File: config.mk
export PLATFORM = sky130hd
export DESIGN_NAME = ccnb_element_walker_top
export DESIGN_NICKNAME = d
export VERILOG_FILES = /design/src/rtl/ccnb_pkg.sv /design/src/rtl/ccnb_out_skid.sv /design/src/rtl/ccnb_element_walker_top.sv
export SDC_FILE = /design/constraint.sdc
export NUM_CORES = 1
export LEC_CHECK = 0
export ABC_AREA = 1
export BUFFER_PORTS_ARGS = -buffer_cell sky130_fd_sc_hd__buf_2
export CAP_MARGIN = 20
export CORE_ASPECT_RATIO = 0.6
export CORE_MARGIN = 3
export CORE_UTILIZATION = 30
export CTS_CLUSTER_DIAMETER = 60
export DETAILED_ROUTE_END_ITERATION = 8
export PLACE_DENSITY_LB_ADDON = 0.25
export SLEW_MARGIN = 20
export SYNTH_ARGS = -nofsm -noshare
export SYNTH_HDL_FRONTEND = slang
export SYNTH_SLANG_ARGS = --single-unit
File: constraint.sdc
create_clock -name clk -period 15 [get_ports clk]
set_clock_uncertainty 0.1 [all_clocks]
set_input_delay 2.25 -clock clk [delete_from_list [all_inputs] [get_ports clk]]
set_output_delay 2.25 -clock clk [all_outputs]
set_load 0.01 [all_outputs]
File: src/rtl/ccnb_pkg.sv
// ----------------------------------------------------------------------------
// ccnb_pkg
// Shared constants, status codes and the result beat type of the CCNb
// element walker.
// ----------------------------------------------------------------------------
package ccnb_pkg;

  localparam int MAX_DEPTH         = 32;
  localparam int MAX_ELEMENT_BYTES = 65536;
  localparam int MAX_HEADER_BYTES  = 4;

  localparam int HN_W    = 25;                       // header number / length
  localparam int ACC_W   = HN_W - 4;                 // bits held before terminal byte
  localparam int HB_W    = $clog2(MAX_HEADER_BYTES);
  localparam int DEPTH_W = 6;
  localparam int OFS_W   = 16;
  localparam int POS_W   = $clog2(MAX_ELEMENT_BYTES + 1);

  localparam logic [2:0] TYPE_DTAG  = 3'd2;
  localparam logic [2:0] TYPE_DATTR = 3'd4;
  localparam logic [2:0] TYPE_BLOB  = 3'd5;
  localparam logic [2:0] TYPE_UDATA = 3'd6;

  typedef enum logic [2:0] {
    ST_BUSY  = 3'd0,
    ST_DONE  = 3'd1,
    ST_BAD   = 3'd2,
    ST_TRUNC = 3'd3,
    ST_LIMIT = 3'd4
  } status_t;

  typedef struct packed {
    status_t              status;
    logic                 header_complete;
    logic [HN_W-1:0]      header_number;
    logic [2:0]           header_type;
    logic [DEPTH_W-1:0]   nest_level;
    logic                 value_found;
    logic [OFS_W-1:0]     value_offset;
    logic [HN_W-1:0]      value_length;
  } result_t;

endpackage

File: src/rtl/ccnb_out_skid.sv
// ----------------------------------------------------------------------------
// ccnb_out_skid
// Two-entry output buffer: a main register that drives the result channel
// and a skid register that catches one beat while the consumer stalls.
// ----------------------------------------------------------------------------
module ccnb_out_skid (
  input  logic              clk,
  input  logic              rst_n,
  input  logic              push,
  input  ccnb_pkg::result_t push_data,
  output logic              can_push,
  output logic              out_valid,
  input  logic              out_ready,
  output ccnb_pkg::result_t out_data
);
  import ccnb_pkg::*;

  logic    main_valid_r, main_valid_nxt;
  logic    skid_valid_r, skid_valid_nxt;
  result_t main_r, main_nxt;
  result_t skid_r, skid_nxt;
  logic    pop;

  assign pop       = main_valid_r && out_ready;
  assign can_push  = !skid_valid_r;
  assign out_valid = main_valid_r;
  assign out_data  = main_r;

  always_comb begin
    main_valid_nxt = main_valid_r;
    skid_valid_nxt = skid_valid_r;
    main_nxt       = main_r;
    skid_nxt       = skid_r;
    if (!main_valid_r || pop) begin
      if (skid_valid_r) begin
        main_nxt       = skid_r;
        main_valid_nxt = 1'b1;
        skid_valid_nxt = 1'b0;
      end else begin
        main_nxt       = push_data;
        main_valid_nxt = push;
      end
    end else if (push) begin
      skid_nxt       = push_data;
      skid_valid_nxt = 1'b1;
    end
  end

  always_ff @(posedge clk) begin
    if (!rst_n) begin
      main_valid_r <= 1'b0;
      skid_valid_r <= 1'b0;
    end else begin
      main_valid_r <= main_valid_nxt;
      skid_valid_r <= skid_valid_nxt;
    end
    main_r <= main_nxt;
    skid_r <= skid_nxt;
  end

  // skid only fills behind a held main beat
  a_skid_behind_main: assert property (@(posedge clk) disable iff (!rst_n)
    skid_valid_r |-> main_valid_r)
    else $error("skid entry without main entry");

  // a stalled beat with a waiting skid entry keeps the skid entry
  a_skid_held: assert property (@(posedge clk) disable iff (!rst_n)
    (skid_valid_r && !out_ready) |=> (skid_valid_r && $stable(skid_r)))
    else $error("skid entry lost during stall");

endmodule

File: src/rtl/ccnb_element_walker_top.sv
// ----------------------------------------------------------------------------
// ccnb_element_walker_top
// Walks one CCNb binary-XML element a byte at a time and reports per byte.
// ----------------------------------------------------------------------------
// Each input beat carries one buffer byte and yields exactly one result beat.
// The block takes one byte per clock while the skid entry is empty; the result
// is registered into the output buffer on acceptance. The per-byte state
// update (header accumulate, payload skip count, nesting depth) is a single
// registered step, and a two-entry output buffer lets input continue for one
// beat while the result channel stalls. After any status other than
// in-progress, the walker returns to its reset state and the next byte starts
// a new element.
module ccnb_element_walker_top (
  input  logic        clk,
  input  logic        rst_n,
  input  logic        in_valid,
  output logic        in_ready,
  input  logic [7:0]  in_data_byte,
  input  logic        in_last_byte,
  output logic        out_valid,
  input  logic        out_ready,
  output logic [2:0]  out_status,
  output logic        out_header_complete,
  output logic [24:0] out_header_number,
  output logic [2:0]  out_header_type,
  output logic [5:0]  out_nest_level,
  output logic        out_value_found,
  output logic [15:0] out_value_offset,
  output logic [24:0] out_value_length
);
  import ccnb_pkg::*;

  typedef enum logic [1:0] {
    MODE_IDLE   = 2'd0,
    MODE_INSIDE = 2'd1,
    MODE_SKIP   = 2'd2
  } mode_t;

  mode_t              mode_r,   mode_nxt;
  logic [ACC_W-1:0]   accum_r,  accum_nxt;
  logic [HB_W-1:0]    hbytes_r, hbytes_nxt;
  logic [HN_W-1:0]    skip_r,   skip_nxt;
  logic [DEPTH_W-1:0] depth_r,  depth_nxt;
  logic [POS_W-1:0]   pos_r,    pos_nxt;
  logic [OFS_W-1:0]   vstart_r, vstart_nxt;
  logic [HN_W-1:0]    vsize_r,  vsize_nxt;
  logic               vseen_r,  vseen_nxt;

  status_t            status;
  logic               hc;
  logic [HN_W-1:0]    hn;
  logic [2:0]         ht;
  logic               accept;
  result_t            res;
  logic               can_push;
  result_t            out_data;

  assign accept   = in_valid && in_ready;
  assign in_ready = can_push;

  always_comb begin
    mode_nxt   = mode_r;
    accum_nxt  = accum_r;
    hbytes_nxt = hbytes_r;
    skip_nxt   = skip_r;
    depth_nxt  = depth_r;
    pos_nxt    = pos_r;
    vstart_nxt = vstart_r;
    vsize_nxt  = vsize_r;
    vseen_nxt  = vseen_r;
    status     = ST_BUSY;
    hc         = 1'b0;
    hn         = '0;
    ht         = 3'd0;

    if (pos_r >= POS_W'(MAX_ELEMENT_BYTES)) begin
      status = ST_LIMIT;
    end else begin
      pos_nxt = pos_r + POS_W'(1);
      if (mode_r == MODE_SKIP) begin
        if (skip_r != '0) skip_nxt = skip_r - HN_W'(1);
        if (skip_nxt == '0) begin
          if (depth_r == '0) status = ST_DONE;
          else mode_nxt = MODE_INSIDE;
        end
      end else if (hbytes_r == '0 && in_data_byte == 8'd0) begin
        // end marker closes one level
        hc = 1'b1;
        if (mode_r == MODE_IDLE || depth_r == '0) begin
          status = ST_BAD;
        end else begin
          depth_nxt = depth_r - DEPTH_W'(1);
          if (depth_nxt == '0) status = ST_DONE;
        end
      end else if (in_data_byte[7]) begin
        hn         = {accum_r, in_data_byte[6:3]};
        ht         = in_data_byte[2:0];
        hc         = 1'b1;
        accum_nxt  = '0;
        hbytes_nxt = '0;
        if (ht inside {TYPE_BLOB, TYPE_UDATA}) begin
          vseen_nxt  = 1'b1;
          vstart_nxt = pos_nxt[OFS_W-1:0];
          vsize_nxt  = hn;
          if (hn == '0) begin
            if (depth_r == '0) status = ST_DONE;
            else mode_nxt = MODE_INSIDE;
          end else begin
            skip_nxt = hn;
            mode_nxt = MODE_SKIP;
          end
        end else if (ht inside {TYPE_DTAG, TYPE_DATTR}) begin
          if (depth_r >= DEPTH_W'(MAX_DEPTH)) begin
            status = ST_LIMIT;
          end else begin
            depth_nxt = depth_r + DEPTH_W'(1);
            mode_nxt  = MODE_INSIDE;
          end
        end else begin
          status = ST_BAD;
        end
      end else begin
        if ((HB_W+1)'(hbytes_r) + (HB_W+1)'(1) >= (HB_W+1)'(MAX_HEADER_BYTES)) begin
          status = ST_BAD;
        end else begin
          accum_nxt  = {accum_r[ACC_W-8:0], in_data_byte[6:0]};
          hbytes_nxt = hbytes_r + HB_W'(1);
        end
      end
    end

    if (status == ST_BUSY && in_last_byte) status = ST_TRUNC;

    res.status          = status;
    res.header_complete = hc;
    res.header_number   = hn;
    res.header_type     = ht;
    res.nest_level      = depth_nxt;
    res.value_found     = vseen_nxt;
    res.value_offset    = vstart_nxt;
    res.value_length    = vsize_nxt;
  end

  always_ff @(posedge clk) begin
    if (!rst_n || (accept && status != ST_BUSY)) begin
      mode_r   <= MODE_IDLE;
      accum_r  <= '0;
      hbytes_r <= '0;
      skip_r   <= '0;
      depth_r  <= '0;
      pos_r    <= '0;
      vstart_r <= '0;
      vsize_r  <= '0;
      vseen_r  <= 1'b0;
    end else if (accept) begin
      mode_r   <= mode_nxt;
      accum_r  <= accum_nxt;
      hbytes_r <= hbytes_nxt;
      skip_r   <= skip_nxt;
      depth_r  <= depth_nxt;
      pos_r    <= pos_nxt;
      vstart_r <= vstart_nxt;
      vsize_r  <= vsize_nxt;
      vseen_r  <= vseen_nxt;
    end
  end

  ccnb_out_skid u_out_skid (
    .clk       (clk),
    .rst_n     (rst_n),
    .push      (accept),
    .push_data (res),
    .can_push  (can_push),
    .out_valid (out_valid),
    .out_ready (out_ready),
    .out_data  (out_data)
  );

  assign out_status          = out_data.status;
  assign out_header_complete = out_data.header_complete;
  assign out_header_number   = out_data.header_number;
  assign out_header_type     = out_data.header_type;
  assign out_nest_level      = out_data.nest_level;
  assign out_value_found     = out_data.value_found;
  assign out_value_offset    = out_data.value_offset;
  assign out_value_length    = out_data.value_length;

  // a payload skip always has bytes left to consume
  a_skip_nonzero: assert property (@(posedge clk) disable iff (!rst_n)
    (mode_r == MODE_SKIP) |-> (skip_r != '0))
    else $error("skip mode with zero count");

  a_depth_bound: assert property (@(posedge clk) disable iff (!rst_n)
    depth_r <= DEPTH_W'(MAX_DEPTH))
    else $error("nesting depth above limit");

  // idle walker holds no open level and no skip count
  a_idle_clean: assert property (@(posedge clk) disable iff (!rst_n)
    (mode_r == MODE_IDLE) |-> (depth_r == '0 && skip_r == '0))
    else $error("idle mode with leftover state");

endmodule
; ---- After elaboration in Yosys (flattened, before gate mapping)
; Index checks and enable logic that the tools add are counted.
; Widths: inputs -> output; s select.
[totals]
register_bits = 277
latch_bits = 0
ramBits = 0
mem_bits_ro = 0
inputBits = 13
output_inout_bits = 82
wordCells = 155
memories = 0
[classes]
n_addsub = 6
multipliers = 0
div = 0
order_cmp = 3
eq_ne = 10
shift = 0
n_mux = 72
bitwise_logic = 5
reduce_logical = 32
[op_table]
columns = cell, n
row1 = $mux 25, 17
row2 = $mux 16, 5
row3 = $mux 80, 1
row4 = $logic_not 25->1, 2
row5 = $mux 6, 8
row6 = $mux 21, 2
row7 = $mux 3, 12
row8 = $mux 2, 13
row9 = $reduce_bool 25->1, 1
row10 = $sub 25x1->25 const B, 1
row11 = $add 17x1->17 const B, 1
row12 = $ge 17x17->1 const B, 1
row13 = $mux 1, 14
row14 = $logic_not 6->1, 2
row15 = $eq 3x3->1 const B, 3
row16 = $logic_not 8->1, 1
row17 = $reduce_bool 2->1, 4
row18 = $reduce_and 7->1, 1
row19 = $add 6x1->6 const B, 1
row20 = $ge 6x6->1 const B, 1
row21 = $ne 2x2->1 const B, 3
row22 = $reduce_and 6->1, 1
row23 = $reduce_bool 3->1, 2
row24 = $sub 6x1->6 const B, 1
row25 = 16 further kinds, 30

; ---- Depth between registers and ports, before layout
[logic_depth]
ltp_word = 14
depth_mapped = 21
depth_no_buf = 19

; ---- Hierarchy
; A second synthesis with hierarchy kept.
[hier_totals]
hier_cells = 1533
hier_area_um2 = 12802.3
[by_module_without_submodules]
columns = module, instances, cells_per_inst, area_each_um2, seq_area_each_um2
row1 = ccnb_element_walker_top, 1, 1104, 6875.3, 2302.2
row2 = ccnb_out_skid, 1, 429, 5926.9, 4844.6

; ---- Least setup slack after synthesis
; Ideal clock, no wire load.
[synth_timing]
path_type = in2reg
from = input port out_ready
to = register u_out_skid.skid_r[0] in the netlist's numbering, enable pin
setup_time_ps = 519
arrival_time_ps = 7041
required_time_ps = 14381
path_slack_ps = 7340
path_stages = 3
path_buffers = 0
path_cell_list = nor2_1 > inv_1 > nor2_1
[synth_between]
elab_chain_len = 4
[synth_rtl]
columns = item, line
row1 = start: declaration, ccnb_element_walker_top.sv:21  ; input logic out_ready,
row2 = $logic_and 1x1->1, ccnb_out_skid.sv:24  ; assign pop = main_valid_r && out_ready;
row3 = $logic_or 1x1->1, ccnb_out_skid.sv:34  ; if (!main_valid_r || pop) begin
row4 = $not 1->1 (no line), -
row5 = $reduce_and 2->1 (no line), -
row6 = end signal: assignment, ccnb_out_skid.sv:58  ; skid_r <= skid_nxt;
row7 = end: declaration, ccnb_out_skid.sv:21  ; result_t skid_r, skid_nxt;
; Every way passes these cells.
; A chain may end at the register's enable or synchronous reset.

; ---- Worst setup path in the final report
[layout_timing]
from = input port in_valid
to = register accum_r[6]
[layout_between]
elab_chain_len = 3
elab_cells_between_ends = 4
classes_between = reduce/logical: 4
[layout_rtl]
columns = item, line
row1 = start: declaration, ccnb_element_walker_top.sv:16  ; input logic in_valid,
row2 = $logic_and 1x1->1 *, ccnb_element_walker_top.sv:58  ; assign accept = in_valid && in_ready;
row3 = "parallel branches: the longest is 2 deep, another holds $reduce_and 5->1", -
row4 = end signal: assignment, ccnb_element_walker_top.sv:157  ; accum_r <= accum_nxt;
row5 = end: declaration, ccnb_element_walker_top.sv:40  ; logic [ACC_W-1:0] accum_r, accum_nxt;
; Every way passes the cells marked *.

==> summary.md <==
| Metric | Value |
|---|---|
| Clock buffer depth | 3 |
| Top cells by area, synth | edfxtp_1 38%, dfxtp_1 19%, nand2_1 12% |
| Synth cell types | 37 |
| # port buffers | 94 |
| Least-Margin Pin Slew | slightly below 1000 ps |
| Crit path from | in_valid |
| RSZ-0062 raised after global routing | false |
| Synth Area in Compound Gates | around 11% |
| Worst Hold Class | flip-flop to flip-flop |
| Gp weighted congestion | approximately 0.90 |
| Row count | 57 |
| CTS Buf Count | 27 |
| Layout area overhead | 14.8% |
| Switching part of the total | around 28% |
| Reg2Reg Depth | 10 |
| Peak VDD IR | around 66 uV |
| Lkg Pwr | a little over 6 nW |
| Critical path data arrival time | roughly 5800 ps |
| Synth Area in XOR/XNOR | about 1.8% |
| Drt via density | 4.68 |
| Status | finished, final reports clean |
| DRT antenna net count | 0 |
| Async set or reset register ratio after synthesis | 0% |
| F_max | approximately 180 MHz |
| Commonest cells after routing, fill and taps aside | 401 x nand2_1, 215 x nor2_1, 160 x edfxtp_1, 145 x o21ai_0, 130 x inv_1 |
| Die height | between 150 and 200 um |
| WL per Instance | around 16 um |
| Final Max Slew Viols | 0 |
| Clk network pwr share | between 30% and 40% |
| Via count | approximately 10k |
| Initial antenna violation count | 1 |
| Die area | around 45000 sq um |
| Post-CTS setup buffers | 0 |
| CTS tree | done |
| Post-Route WL | 33.8 mm |
| Reg power frac | 47.2% |
| Worst skew pair latency | roughly 560 ps |
| Mapped Avg Cell Area | about 8.6 sq um |
| Ant. Diodes | 0 |
| Cts repair resizes | 0 |
| Synth Area in Adders | less than 1% |
| Switching pwr | roughly 0.5 mW |
| H-tree depth | 1 |
| Final period util | 36.1% |
| Crit. End Element | flip-flop |
| Post-DP HPWL | 23.1 mm |
| Crit start category | input pin |
| Worst flop-to-flop path endpoint | accum_r[6]$_SDFFE_PP0P_ |
| Pin count of the biggest net entering global routing | 97 |
| Slew margin rel. | between 30% and 40% |
| I/O pin cnt | between 90 and 100 |
| Setup Viol. Count Final | 0 |
| First DRT Iteration DRCs | 830 |
| Crit Path Max Fanout | 46 |
| Hold slack | ~410 ps |
| WP data required | between 15000 and 20000 ps |
| DRT Pass-1 Iters | 6 |
| Yosys reg bits | approximately 280 |
| Share of the yosys chip area belonging to registers | a little under three fifths |
| Initial Utilization | a little under a third |
| Reg-to-Reg Start | u_out_skid.skid_valid_r$_SDFFE_PP0P_ |
| Power per cell area | approximately 130 nW/um^2 |
| Syn Nets | ~1.5k |
| Power share of the combinational group | between 10% and 20% |
| Mux cell area share after synthesis | less than 1% |
| Setup_tns | 0 ps |
| EDFF count, synth | 160 |
| Die X | roughly 270 um |
| Main synth FF type | edfxtp_1 |
| Total clock sinks | approximately 280 |
| Clock-pin transition on the worst setup and hold timing paths | 70 ps |
| Commonest non-fill, non-tap cell in the layout | nand2_1 |
| Hold-fix buffer count after cts | 0 |
| Int Pwr | 1.31 mW |
| Layout cell share with drive strength beyond 1 | 12.2% |
| Congestion Overflow GR | 0 |
| Mapped Cells | roughly 1.5k |
| Mapped Area | 12600 sq um |
| DRC | 0 |
| First-pass GRT wire length | ~54 mm |
| Root buf cell | clkbuf_16 |
| Fin crit period | 5420 ps |
| Critical Path End | accum_r[6]$_SDFFE_PP0P_ |
| Yosys warns | 0 |
| Vias in the first global route | ~9.1k |
| Max-cap violations | 0 |
| Core ar. | slightly above 40000 sq um |
| # nets final | between 1.5k and 2k |
| R2r setup slk | approximately 11000 ps |
| Global router's overall resource usage | approximately 15% |
| Synth Area in Simple Gates | about 23% |
| Largest area contributor in the netlist | edfxtp_1 |
| Fin. Hold Viols | 0 |
| Critical path type | input pin to flip-flop |
| Main combinational cell family by area after synthesis | simple AND/OR/NAND/NOR gates |
| Yosys top cell area share | between 30 and 40% |
cells in the mapped netlist (all sizes together), types with 15 or more instances:
cell type and number:
inv 133, nand4 15, o21ai 145, clkbuf 51, nor2 235, o22ai 32
edfxtp 160, nand3 32, dfxtp 117, o211ai 20, xor2 19, a22oi 22
buf 17, nand2 406
power groups by stage:
stage	logic [mW]	clock network [mW]	registers (mW)
after floorplan	0.175	0	0.884
after global placement	0.259	0	0.875
after detailed placement	0.260	0	0.875
after CTS	0.261	0.722	0.859
after global routing	0.298	0.751	0.862
final	0.263	0.698	0.858
registers in the layout (all words and copies together) (netlist names):
name	flops
hbytes_r	2
u_out_skid.out_data	80
u_out_skid.skid_r	80
pos_r	17
vstart_r	16
vseen_r	1
depth_r	6
u_out_skid.skid_valid_r	1
skip_r	25
mode_r	2
accum_r	21
u_out_skid.out_valid	1
vsize_r	25
logic make-up after synthesis:
group / Yosys count
adders and majority gates: 9
xor gates and xnor gates: 26
DFF: 277
buffers and inverters: 205
and+or+nand+nor: 714
AOI/OAI and AO/OA: 242
muxes: 3
layer usage:
metal  routed length (um)  global-route usage [%]  vias up  part of all wire, %
li1                     -                       -     5006                    -
met1                18400                    24.6     4626                   54
met2                12700                    20.6      261                   38
met3                 2160                    2.70       37                  6.4
met4                  515                    2.86        2                  1.5
met5                   11                       0        -                0.033
through the flow:
stage	area, sq um	worst slack (ps)	power, mW	utilization (%)	std cells
global placement	13600	9130	1.13	33.2	2073
CTS	14500	9570	1.84	35.4	2123
global route	14500	8970	1.91	35.4	2124
finish	14500	9580	1.82	35.4	2124
floorplan	12600	7340	1.06	-	1476
detailed placement	13600	8970	1.13	33.2	2073
area by class of cell:
type / count / area, sq um
clock buffer: 31 / 701
clock inverter: 19 / 200
fill: 4250 / 26500
inverter: 137 / 515
multi-input combinational: 994 / 4680
sequential: 277 / 7150
tap: 560 / 701
timing repair buffer: 106 / 581
worst min-delay path by stage:
stage	start	to	slack (ps)	cells after the start
2_1_floorplan	vstart_r[5]$_SDFFE_PP0P_	vstart_r[5]$_SDFFE_PP0P_	370	2
3_3_place_gp	vstart_r[5]$_SDFFE_PP0P_	vstart_r[5]$_SDFFE_PP0P_	380	2
3_5_place_dp	vstart_r[5]$_SDFFE_PP0P_	vstart_r[5]$_SDFFE_PP0P_	400	2
4_1_cts	vstart_r[8]$_SDFFE_PP0P_	vstart_r[8]$_SDFFE_PP0P_	420	2
5_1_grt	u_out_skid.skid_r[64]$_DFFE_PP_	u_out_skid.out_data[64]$_DFFE_PP_	440	2
6_report	vstart_r[8]$_SDFFE_PP0P_	vstart_r[8]$_SDFFE_PP0P_	410	2
worst max-delay path: stages:
cell	delay, ps
buf_2	70
inv_1	60
nor2_2	160
inv_2	380
nor2_2	380
clkinv_1	620
nor3_1	500
inv_1	420
nor2_1	380
buf_4	300
a22oi_1	90
nor2_1	140
Power figures use the tool's default switching activity.
